[src/rtl/sdc_pkg.sv]
// Package for the short descriptor codec: descriptor kinds, attribute flag positions
// and the decode and encode functions. It depends on nothing else.
`default_nettype none

package sdc_pkg;

   typedef logic [2:0]  kind_type;
   typedef logic [14:0] attr_type;
   typedef logic [31:0] word_type;

   localparam logic       MODE_DECODE  = 1'b0;
   localparam logic       MODE_ENCODE  = 1'b1;
   localparam logic [1:0] LEVEL_FIRST  = 2'd1;
   localparam logic [1:0] LEVEL_SECOND = 2'd2;

   localparam kind_type KIND_TABLE = 3'd0;
   localparam kind_type KIND_SECT  = 3'd1;
   localparam kind_type KIND_SUPER = 3'd2;
   localparam kind_type KIND_LARGE = 3'd3;
   localparam kind_type KIND_SMALL = 3'd4;
   localparam kind_type KIND_INVAL = 3'd5;

   localparam int A_PR    = 0;
   localparam int A_PW    = 1;
   localparam int A_PX    = 2;
   localparam int A_UR    = 3;
   localparam int A_UW    = 4;
   localparam int A_UX    = 5;
   localparam int A_GLOB  = 6;
   localparam int A_SEC   = 7;
   localparam int A_TBL   = 8;
   localparam int A_VALID = 9;
   localparam int A_HID   = 10;
   localparam int A_HIDD  = 11;

   localparam logic [1:0] DESC_TYPE_LOW = 2'b01;

   localparam word_type MASK_TABLE = 32'hFFFF_FC00;
   localparam word_type MASK_SECT  = 32'hFFF0_0000;
   localparam word_type MASK_SUPER = 32'hFF00_0000;
   localparam word_type MASK_LARGE = 32'hFFFF_0000;
   localparam word_type MASK_SMALL = 32'hFFFF_F000;
   localparam word_type MASK_INVAL = 32'hFFFF_FFF0;

   localparam word_type DESC_HID   = 32'h0000_0004;
   localparam word_type DESC_HIDD  = 32'h0000_0008;
   localparam word_type DESC_TBL_S = 32'h0000_0001;
   localparam word_type DESC_TBL_N = 32'h0000_0009;

   function automatic kind_type classify(input logic first, input word_type d);
      kind_type k;
      k = KIND_INVAL;
      if (first) begin
         if (d[1:0] == DESC_TYPE_LOW) begin
            k = KIND_TABLE;
         end else if (d[1]) begin
            k = d[18] ? KIND_SUPER : KIND_SECT;
         end
      end else begin
         if (d[1:0] == DESC_TYPE_LOW) begin
            k = KIND_LARGE;
         end else if (d[1]) begin
            k = KIND_SMALL;
         end
      end
      return k;
   endfunction

   function automatic word_type base_of(input kind_type k, input word_type d);
      word_type m;
      unique case (k)
         KIND_TABLE: m = MASK_TABLE;
         KIND_SECT:  m = MASK_SECT;
         KIND_SUPER: m = MASK_SUPER;
         KIND_LARGE: m = MASK_LARGE;
         KIND_SMALL: m = MASK_SMALL;
         default:    m = MASK_INVAL;
      endcase
      return d & m;
   endfunction

   function automatic attr_type decode_flags(input kind_type k, input word_type d);
      attr_type a;
      a = '0;
      unique case (k)
         KIND_TABLE: begin
            a[A_TBL] = 1'b1;
            a[A_SEC] = ~d[3];
         end
         KIND_SECT: begin
            a[A_VALID] = 1'b1;
            a[A_PR]    = d[10];
            a[A_UR]    = d[10];
            a[A_PX]    = d[10] & ~d[4] & ~d[0];
            a[A_UX]    = d[10] & ~d[4];
            a[A_PW]    = ~d[15];
            a[A_UW]    = ~d[15];
            a[14:12]   = d[14:12] | {1'b0, d[3:2]};
            a[A_GLOB]  = ~d[17];
            a[A_SEC]   = ~d[19];
         end
         KIND_SMALL: begin
            a[A_VALID] = 1'b1;
            a[A_PR]    = d[4];
            a[A_UR]    = d[4];
            a[A_PX]    = d[4] & ~d[0];
            a[A_UX]    = d[4] & ~d[0];
            a[A_PW]    = ~d[9];
            a[A_UW]    = ~d[9];
            a[14:12]   = d[8:6] | {1'b0, d[3:2]};
            a[A_GLOB]  = ~d[11];
         end
         KIND_INVAL: begin
            a[A_HID]  = d[2];
            a[A_HIDD] = ~d[2] & d[3];
         end
         default: a = '0;
      endcase
      return a;
   endfunction

   function automatic word_type encode_desc(input logic first, input logic pxn,
                                            input attr_type a_in);
      attr_type   a;
      word_type   d;
      logic [2:0] t;
      a = a_in;
      d = '0;
      t = a_in[14:12];
      if (a[A_HID]) begin
         d = DESC_HID;
      end else if (a[A_HIDD]) begin
         d = DESC_HIDD;
      end else if (first && a[A_TBL]) begin
         d = a[A_SEC] ? DESC_TBL_S : DESC_TBL_N;
      end else if (a[A_VALID]) begin
         if (a[A_PX] | a[A_PW]) begin
            a[A_PR] = 1'b1;
         end
         if (a[A_UX] | a[A_UW]) begin
            a[A_UR] = 1'b1;
         end
         if (a[A_UR]) begin
            a[A_PR] = 1'b1;
         end
         if (a[A_UW]) begin
            a[A_PW] = 1'b1;
         end
         d[1] = 1'b1;
         d[2] = t[0];
         d[3] = t[1];
         if (first) begin
            d[16] = 1'b1;
            d[4]  = ~(a[A_PX] | a[A_UX]);
            d[0]  = pxn & ~a[A_PX];
            d[11] = a[A_UR];
            d[15] = ~a[A_PW];
            d[10] = a[A_UR] | a[A_PR];
            d[17] = ~a[A_GLOB];
            d[19] = ~a[A_SEC];
            d[12] = t[2];
         end else begin
            d[10] = 1'b1;
            d[0]  = ~(a[A_PX] | a[A_UX]);
            d[5]  = a[A_UR];
            d[9]  = ~a[A_PW];
            d[4]  = a[A_UR] | a[A_PR];
            d[11] = ~a[A_GLOB];
            d[6]  = t[2];
         end
      end
      return d;
   endfunction

endpackage

`default_nettype wire

[src/rtl/short_descriptor_codec.sv]
// Short descriptor codec top level: request register, decode/encode logic, result register.
// Depends on sdc_pkg for kinds, flag positions and the codec functions.
//
// Usage. Requests arrive on the req_ channel (valid/stall); a beat is taken at a rising
// edge with req_valid high and req_stall low. With req_mode low the descriptor in
// req_descriptor_in is decoded at req_level into a kind, a physical base and attribute
// flags; with req_mode high the flags in req_attr_in are built into a descriptor word.
// Each request gives exactly one result beat on the rsp_ channel.
// A taken beat goes into the request register and then, through the codec logic, into
// the result register, from which it is shown on rsp_.
// Throughput is one beat per cycle while rsp_stall is low; the request register and the
// result register are the two stages, with the codec logic between them.
// When the receiver holds rsp_stall, the result register holds its beat and the request
// register may still take one more beat; req_stall rises only when both stages are full.
// csr_write_en writes csr_write_data into the privileged-execute-never enable; the user
// must change it only while no beats are in flight, as the block does not enforce this.
// Synchronous reset empties both stages and clears the enable.
`default_nettype none

module short_descriptor_codec (
   input  wire logic        clock,
   input  wire logic        reset,
   input  wire logic        csr_write_en,
   input  wire logic        csr_write_data,
   input  wire logic        req_valid,
   output logic             req_stall,
   input  wire logic        req_mode,
   input  wire logic [1:0]  req_level,
   input  wire logic [31:0] req_descriptor_in,
   input  wire logic [14:0] req_attr_in,
   output logic             rsp_valid,
   input  wire logic        rsp_stall,
   output logic [2:0]       rsp_desc_kind,
   output logic [31:0]      rsp_phys_base,
   output logic [14:0]      rsp_attr_out,
   output logic [31:0]      rsp_descriptor_out
);

   logic                pxn_enable_ff;
   logic                s1_valid_ff,  s1_valid_in;
   logic                s1_mode_ff;
   logic [1:0]          s1_level_ff;
   sdc_pkg::word_type   s1_desc_ff;
   sdc_pkg::attr_type   s1_attr_ff;
   logic                out_valid_ff, out_valid_in;
   sdc_pkg::kind_type   out_kind_ff,  out_kind_in;
   sdc_pkg::word_type   out_base_ff,  out_base_in;
   sdc_pkg::attr_type   out_attr_ff,  out_attr_in;
   sdc_pkg::word_type   out_desc_ff,  out_desc_in;
   logic                req_take;
   logic                s1_move;
   logic                first;
   sdc_pkg::kind_type   kind;

   assign s1_move   = s1_valid_ff & (~out_valid_ff | ~rsp_stall);
   assign req_stall = s1_valid_ff & out_valid_ff & rsp_stall;
   assign req_take  = req_valid & ~req_stall;

   assign s1_valid_in  = req_take | (s1_valid_ff & ~s1_move);
   assign out_valid_in = s1_move | (out_valid_ff & rsp_stall);

   always_comb begin
      first = (s1_level_ff == sdc_pkg::LEVEL_FIRST);
      kind  = sdc_pkg::classify(first, s1_desc_ff);
      if (s1_mode_ff == sdc_pkg::MODE_ENCODE) begin
         out_kind_in = sdc_pkg::KIND_TABLE;
         out_base_in = '0;
         out_attr_in = '0;
         out_desc_in = sdc_pkg::encode_desc(first, pxn_enable_ff, s1_attr_ff);
      end else begin
         out_kind_in = kind;
         out_base_in = sdc_pkg::base_of(kind, s1_desc_ff);
         out_attr_in = sdc_pkg::decode_flags(kind, s1_desc_ff);
         out_desc_in = '0;
      end
   end

   always_ff @(posedge clock) begin
      if (reset) begin
         pxn_enable_ff <= 1'b0;
         s1_valid_ff   <= 1'b0;
         out_valid_ff  <= 1'b0;
      end else begin
         if (csr_write_en) begin
            pxn_enable_ff <= csr_write_data;
         end
         s1_valid_ff  <= s1_valid_in;
         out_valid_ff <= out_valid_in;
      end
   end

   always_ff @(posedge clock) begin
      if (req_take) begin
         s1_mode_ff  <= req_mode;
         s1_level_ff <= req_level;
         s1_desc_ff  <= req_descriptor_in;
         s1_attr_ff  <= req_attr_in;
      end
      if (s1_move) begin
         out_kind_ff <= out_kind_in;
         out_base_ff <= out_base_in;
         out_attr_ff <= out_attr_in;
         out_desc_ff <= out_desc_in;
      end
   end

   assign rsp_valid          = out_valid_ff;
   assign rsp_desc_kind      = out_kind_ff;
   assign rsp_phys_base      = out_base_ff;
   assign rsp_attr_out       = out_attr_ff;
   assign rsp_descriptor_out = out_desc_ff;

   assert property (@(posedge clock) reset |=> !s1_valid_ff && !out_valid_ff)
      else $error("pipeline not empty after reset");

   assert property (@(posedge clock) disable iff (reset)
      req_stall |-> s1_valid_ff && out_valid_ff)
      else $error("request stalled while a stage is free");

   assert property (@(posedge clock) disable iff (reset)
      s1_valid_ff && !rsp_stall |=> out_valid_ff)
      else $error("held beat did not reach the result register");

   assert property (@(posedge clock) disable iff (reset)
      out_valid_ff && out_desc_ff != '0 |-> out_base_ff == '0 && out_attr_ff == '0
         && out_kind_ff == sdc_pkg::KIND_TABLE)
      else $error("encode result carries decode fields");

   assert property (@(posedge clock) disable iff (reset)
      out_valid_ff && out_attr_ff[sdc_pkg::A_VALID]
         |-> out_kind_ff == sdc_pkg::KIND_SECT || out_kind_ff == sdc_pkg::KIND_SMALL)
      else $error("valid flag on a kind that has no flags");

endmodule

`default_nettype wire
[config.mk]
export PLATFORM = sky130hd
export DESIGN_NAME = short_descriptor_codec
export DESIGN_NICKNAME = d
export VERILOG_FILES = /design/src/rtl/sdc_pkg.sv /design/src/rtl/short_descriptor_codec.sv
export SDC_FILE = /design/constraint.sdc
export NUM_CORES = 1
export LEC_CHECK = 0
export BUFFER_PORTS_ARGS = -buffer_cell sky130_fd_sc_hd__buf_2
export CELL_PAD_IN_SITES_DETAIL_PLACEMENT = 1
export CELL_PAD_IN_SITES_GLOBAL_PLACEMENT = 2
export CORE_AREA = 2 2 86 171
export CTS_BUF_LIST = sky130_fd_sc_hd__clkbuf_16
export CTS_CLUSTER_SIZE = 24
export DETAILED_ROUTE_END_ITERATION = 7
export DIE_AREA = 0 0 88 173
export PLACE_DENSITY = 0.84
export SLEW_MARGIN = 30
export SYNTH_ARGS = -nofsm -noshare
export SYNTH_HDL_FRONTEND = slang
export SYNTH_SLANG_ARGS = --single-unit
[constraint.sdc]
create_clock -name clock -period 5.6 [get_ports clock]
set_clock_uncertainty 0.05 [all_clocks]
set_input_delay 0.28 -clock clock [delete_from_list [all_inputs] [get_ports clock]]
set_output_delay 0.28 -clock clock [all_outputs]
set_load 0.005 [all_outputs]
[After elaboration in Yosys (flattened, before gate mapping)]
Cells that the tools add are included.
Word-level totals
  output and inout bits: 84
  memory bits (read-only): 0
  latch bits: 0
  bits in registers: 135
  memories kept: 0
  word-level logic and storage cells: 122
  bits in writable memories: 0
Cells by class
  reductions and logical operators: 7
  div/mod/pow operators: 0
  $mul: 0
  bitwise logic cells: 42
  $lt $le $gt $ge: 0
  add/subtract/negate cells: 0
  shift-type cells: 0
  equal/unequal tests: 7
  mux-type cells: 51
Operator list (count)
  24-bit case mux with 5 select lines: 1
  32-bit AND: 1
  32-bit 2-to-1 mux: 1
  1-bit 2-to-1 mux: 29
  3-bit 2-to-1 mux: 8
  1-bit inverter: 21
  4-bit 2-to-1 mux: 4
  7-bit 2-to-1 mux: 2
  7-bit case mux with 2 select lines: 1
  1-bit AND: 11
  1-bit bitwise OR: 7
  3-bit by 2-bit equality test with 1-bit output (second input constant): 2
  3-bit equality test (second input constant): 2
  2-bit 2-to-1 mux: 3
  3-bit by 2-bit bitwise OR with 3-bit output: 2
  3-bit case mux with 2 select lines: 1
  2-bit OR reduction: 3
  2-bit by 1-bit equality test with 1-bit output (second input constant): 2
  4-bit OR reduction: 1
  3-bit by 1-bit equality test with 1-bit output (second input constant): 1
  3-bit zero test: 1
  3-bit OR reduction: 1
  1-bit case mux with 2 select lines: 1
  1-bit logical AND: 1

[Longest topological paths before layout]
  depth after elaboration: 19
  depth in mapped cells: 5
  mapped depth without buffers: 3

[Worst setup path before layout]
OpenSTA, ideal clock, no wires.
  path type: flip-flop to flip-flop
  from: reg s1_valid_ff
  to: reg out_attr_ff[10] (netlist: rsp_attr_out[10]) (enable)
  library setup time: 565 ps
  arrival: 4633 ps
  data required time: 4985 ps
  stages on the path, launching flop included: 2
  slack: 351 ps
  path buffers: 0
  path through: dfxtp_1 > a21boi_0
Between the ends
  cells in the longest elaborated chain, start to end: 1
RTL lines
  from (decl): RTL line short_descriptor_codec.sv:40  | logic s1_valid_ff, s1_valid_in;
  from (signal assigned): RTL line short_descriptor_codec.sv:87  | s1_valid_ff <= s1_valid_in;
  1-bit AND: RTL line short_descriptor_codec.sv:55  | assign s1_move = s1_valid_ff & (~out_valid_ff | ~rsp_stall);
  named net s1_move: RTL line short_descriptor_codec.sv:51  | logic s1_move;
  to (signal assigned): RTL line short_descriptor_codec.sv:102  | out_attr_ff <= out_attr_in;
  to (decl): RTL line short_descriptor_codec.sv:48  | sdc_pkg::attr_type out_attr_ff, out_attr_in;
The timed path passes the listed nets, and every way through them passes these cells.
A chain may end at the register's enable or synchronous reset.

[Worst setup path in the final report]
  from: reg s1_mode_ff
  to: reg out_desc_ff[15] (netlist: rsp_descriptor_out[15]), data pin
Between the ends
  cells in the longest elaborated chain, start to end: 2
RTL lines
  from (decl): RTL line short_descriptor_codec.sv:41  | logic s1_mode_ff;
  from (signal assigned): RTL line short_descriptor_codec.sv:94  | s1_mode_ff <= req_mode;
  1-bit inverter (no line)
  3-bit OR reduction (no line)
  to (signal assigned): RTL line short_descriptor_codec.sv:103  | out_desc_ff <= out_desc_in;
  to (decl): RTL line short_descriptor_codec.sv:49  | sdc_pkg::word_type out_desc_ff, out_desc_in;
No other way between the ends.

==> qor.tcl <==
set qor(result_of_the_run) {completed}
set qor(worst-setup-path-type) {flip-flop to flip-flop}
set qor(synth_top_family_by_area) {simple AND/OR/NAND/NOR gates}
set qor(ant_nets) 0
set qor(grt.total_usage) 0.124
set qor(routed-via-count) 2451
set qor(layout_commonest_cell) {buf_2}
set qor(mostFrequentLayoutCells) {buf_2 (118), edfxtp_1 (109), conb_1 (21)}
set qor(place.gp.congestion) 0.771
set qor(grt_start_max_net_pins) 60
set qor(finish.net_count) 436
set qor(first_global_vias) 2538
set qor(final_std_cells_w_o_fill) 576
set qor(timing.final.crit_period_ns) 2.03
set qor(synth.area.top_cells) {edfxtp_1 (77%), buf_4 (4.1%), and2_1 (2.9%)}
set qor(asyncSetResetFlopFracSynth) 0
set qor(netlist.top_cell.by_area) {edfxtp_1}
set qor(vias_per_cell) 4.26
set qor(cts_inserted_buffers) 9
set qor(slew_headroom) 0.455
set qor(cp-end-kind) {flip-flop}
set qor(chipHeight_um) 173
set qor(syn_to_final_growth_pct) 23.7
set qor(place.detailed.hpwl_um) 7100
set qor(yosys-mux-area-fraction) 0.00236
set qor(clkTransAtPathRegs_ns) 0.07
set qor(worst-endpoint-arrival_ns) 2.16
set qor(critPathMaxFanout) 21
set qor(worst_min_delay_path_category) {input port to flip-flop}
set qor(cts_num_sinks) 112
set qor(drtPass1Iterations) 4
set qor(part_of_the_yosys_area_used_for_sequential_elements) 0.786
set qor(power.leakage_nw) 2.04
set qor(synth-edff-count) 109
set qor(synth_warnings) 0
set qor(worst_ir_drop_vdd_mv) 0.165
set qor(fin_tns_setup_ns) 0
set qor(synth_top_flop_cell) {edfxtp_1}
set qor(wire_length_of_the_first_global_routing_pass_um) 13600
set qor(synth.avg_cell_area_um2) 16.4
set qor(cts_tree) {yes}
set qor(core_region_area_um2) 13800
set qor(powerDensity_nw_per_um2) 318
set qor(drv_cap) 0
set qor(dieWidth_um) 88
set qor(avgRoutedWirePerCell_um) 16.0
set qor(synth_seq_cells) 112
set qor(holdBufCountCts) 0
set qor(layout_setup_ws_ns) 3.57
set qor(xor_and_xnor_fraction_of_the_mapped_netlist_area) 0
set qor(grt_setup_unrepaired) {false}
set qor(floorplan.io_pins) 140
set qor(number_of_buffers_added_for_setup_after_cts) 0
set qor(worst-endpoint-required_ns) 5.73
set qor(clk_path_buf_depth) 2
set qor(timing.fmax_mhz) 492
set qor(whs_path_depth) 1
set qor(final-setup-viol-count) 0
set qor(finalWirelength_um) 9210
set qor(basic_gate_share_of_the_synthesized_area_counting_and_or_nand_and_nor_cells) 0.120
set qor(drive_gt1_frac) 0.356
set qor(cp-start-kind) {flip-flop}
set qor(drc_errors) 0
set qor(syn-instance-count) 258
set qor(start_util) 0.307
set qor(number_of_antenna_violations_at_the_first_check_in_global_routing) 2
set qor(final_design_area_no_fill_um2) 5250
set qor(synth_compound_area_frac) 0.0404
set qor(die_area_um2) 15200
set qor(yosys.area_share.adder) 0
set qor(cts.htree.levels) 3
set qor(fillCellCount) 1483
set qor(clkLatencyLatePin_ns) 0.34
set qor(mappedNetlistArea_um2) 4240
set qor(cts_root_buf) {clkbuf_16}
set qor(final_min_period_over_clock_period) 0.363
set qor(tightestPinTransition_ns) 0.811
set qor(placedInstanceArea_um2) 4980
set qor(rows) 61
set qor(final_hold_violating_endpoints) 0
set qor(global_route.overflow_total) 0
set qor(slew_violations) 0
set qor(dp.cells) 558
set qor(port-buffer-count) 118
set qor(dp_worst_setup_slack_ns) 3.54
set qor(drt_iter0_markers) 152
set qor(final_core_utilization) 0.380
set qor(synth_cell_types) 34
set qor(cts_resized) 0
set qor(worst_case_reg_to_reg_path_depth) 3
set qor(synth_top_area_share) 0.772
## report_power, final
| group | total (mW) | switching, mW | internal, mW |
|---|---|---|---|
| clock | 0.575 | 0.276 | 0.299 |
| sequential | 0.995 | 0.0234 | 0.971 |
| combinational | 0.101 | 0.0567 | 0.0447 |
| total | 1.67 | 0.357 | 1.31 |
## registers in the layout, summed over array words and instances, names as in the netlist, 2 cells and up
signal / flops
rsp_descriptor_out: 15
s1_desc_ff: 32
rsp_attr_out: 13
s1_level_ff: 2
rsp_phys_base: 28
s1_attr_ff: 15
rsp_desc_kind: 3
## logic make-up after synthesis
logic type,after synthesis
compound gates,25
buf+inv,33
flops,112
mux,1
other cells,1
simple gates,86
## cells in the mapped netlist (2+ instances only)
cell type	number
nand2b_1	7
edfxtp_1	109
or3_1	4
nand4bb_1	2
and3_1	4
nand2_1	6
and2_1	20
dfxtp_1	3
buf_2	4
nor3_1	6
a21oi_1	11
or4_1	2
nand3b_1	4
a21boi_0	2
nor2b_1	11
a211oi_1	3
buf_4	23
a211o_1	2
o311a_1	3
inv_1	4
nor2_1	14
and3b_1	2
## worst paths after layout
| kind | endpoint | start | slack [ns] |
|---|---|---|---|
| worst max-delay path | rsp_descriptor_out[15] | s1_mode_ff | 3.57 |
| worst max register to register | rsp_descriptor_out[15] | s1_mode_ff | 3.57 |
| worst min-delay path | s1_desc_ff[3] | req_descriptor_in[3] | 0.06 |
| worst min register to register | rsp_valid | s1_valid_ff | 0.47 |
## stage by stage
step	total power, mW	hold WS (ns)
global route	1.73	0.0375
global placement	1.11	0.408
detailed placement	1.12	0.408
floorplan	1.07	0.302
CTS	1.69	0.0408
finish	1.67	0.0553
## metal layers
| layer | global-route usage | share of wire |
|---|---|---|
| met2 | 0.235 | 0.59 |
| met1 | 0.104 | 0.30 |
| met3 | 0.0382 | 0.061 |
| met5 | 0 | 0 |
| met4 | 0.0763 | 0.042 |
## cell type report
class / count / area (um2) / area share
clock buffers: 9 / 225 / 0.0429
diodes: 2 / 5.00 / 0.000954
well taps: 189 / 236 / 0.0451
inverters: 4 / 15.0 / 0.00286
repair buffers: 120 / 606 / 0.115
flip-flops and latches: 112 / 3330 / 0.635
multi-input cells: 133 / 787 / 0.150
clock inverters: 7 / 41.3 / 0.00787
## worst max-delay path: stages, from the launching register on
cell and delay (ns):
edfxtp_1 0.77, nand4bb_1 0.38, or3_1 0.50, nor3_1 0.18
(Power assumes the default switching activity.)
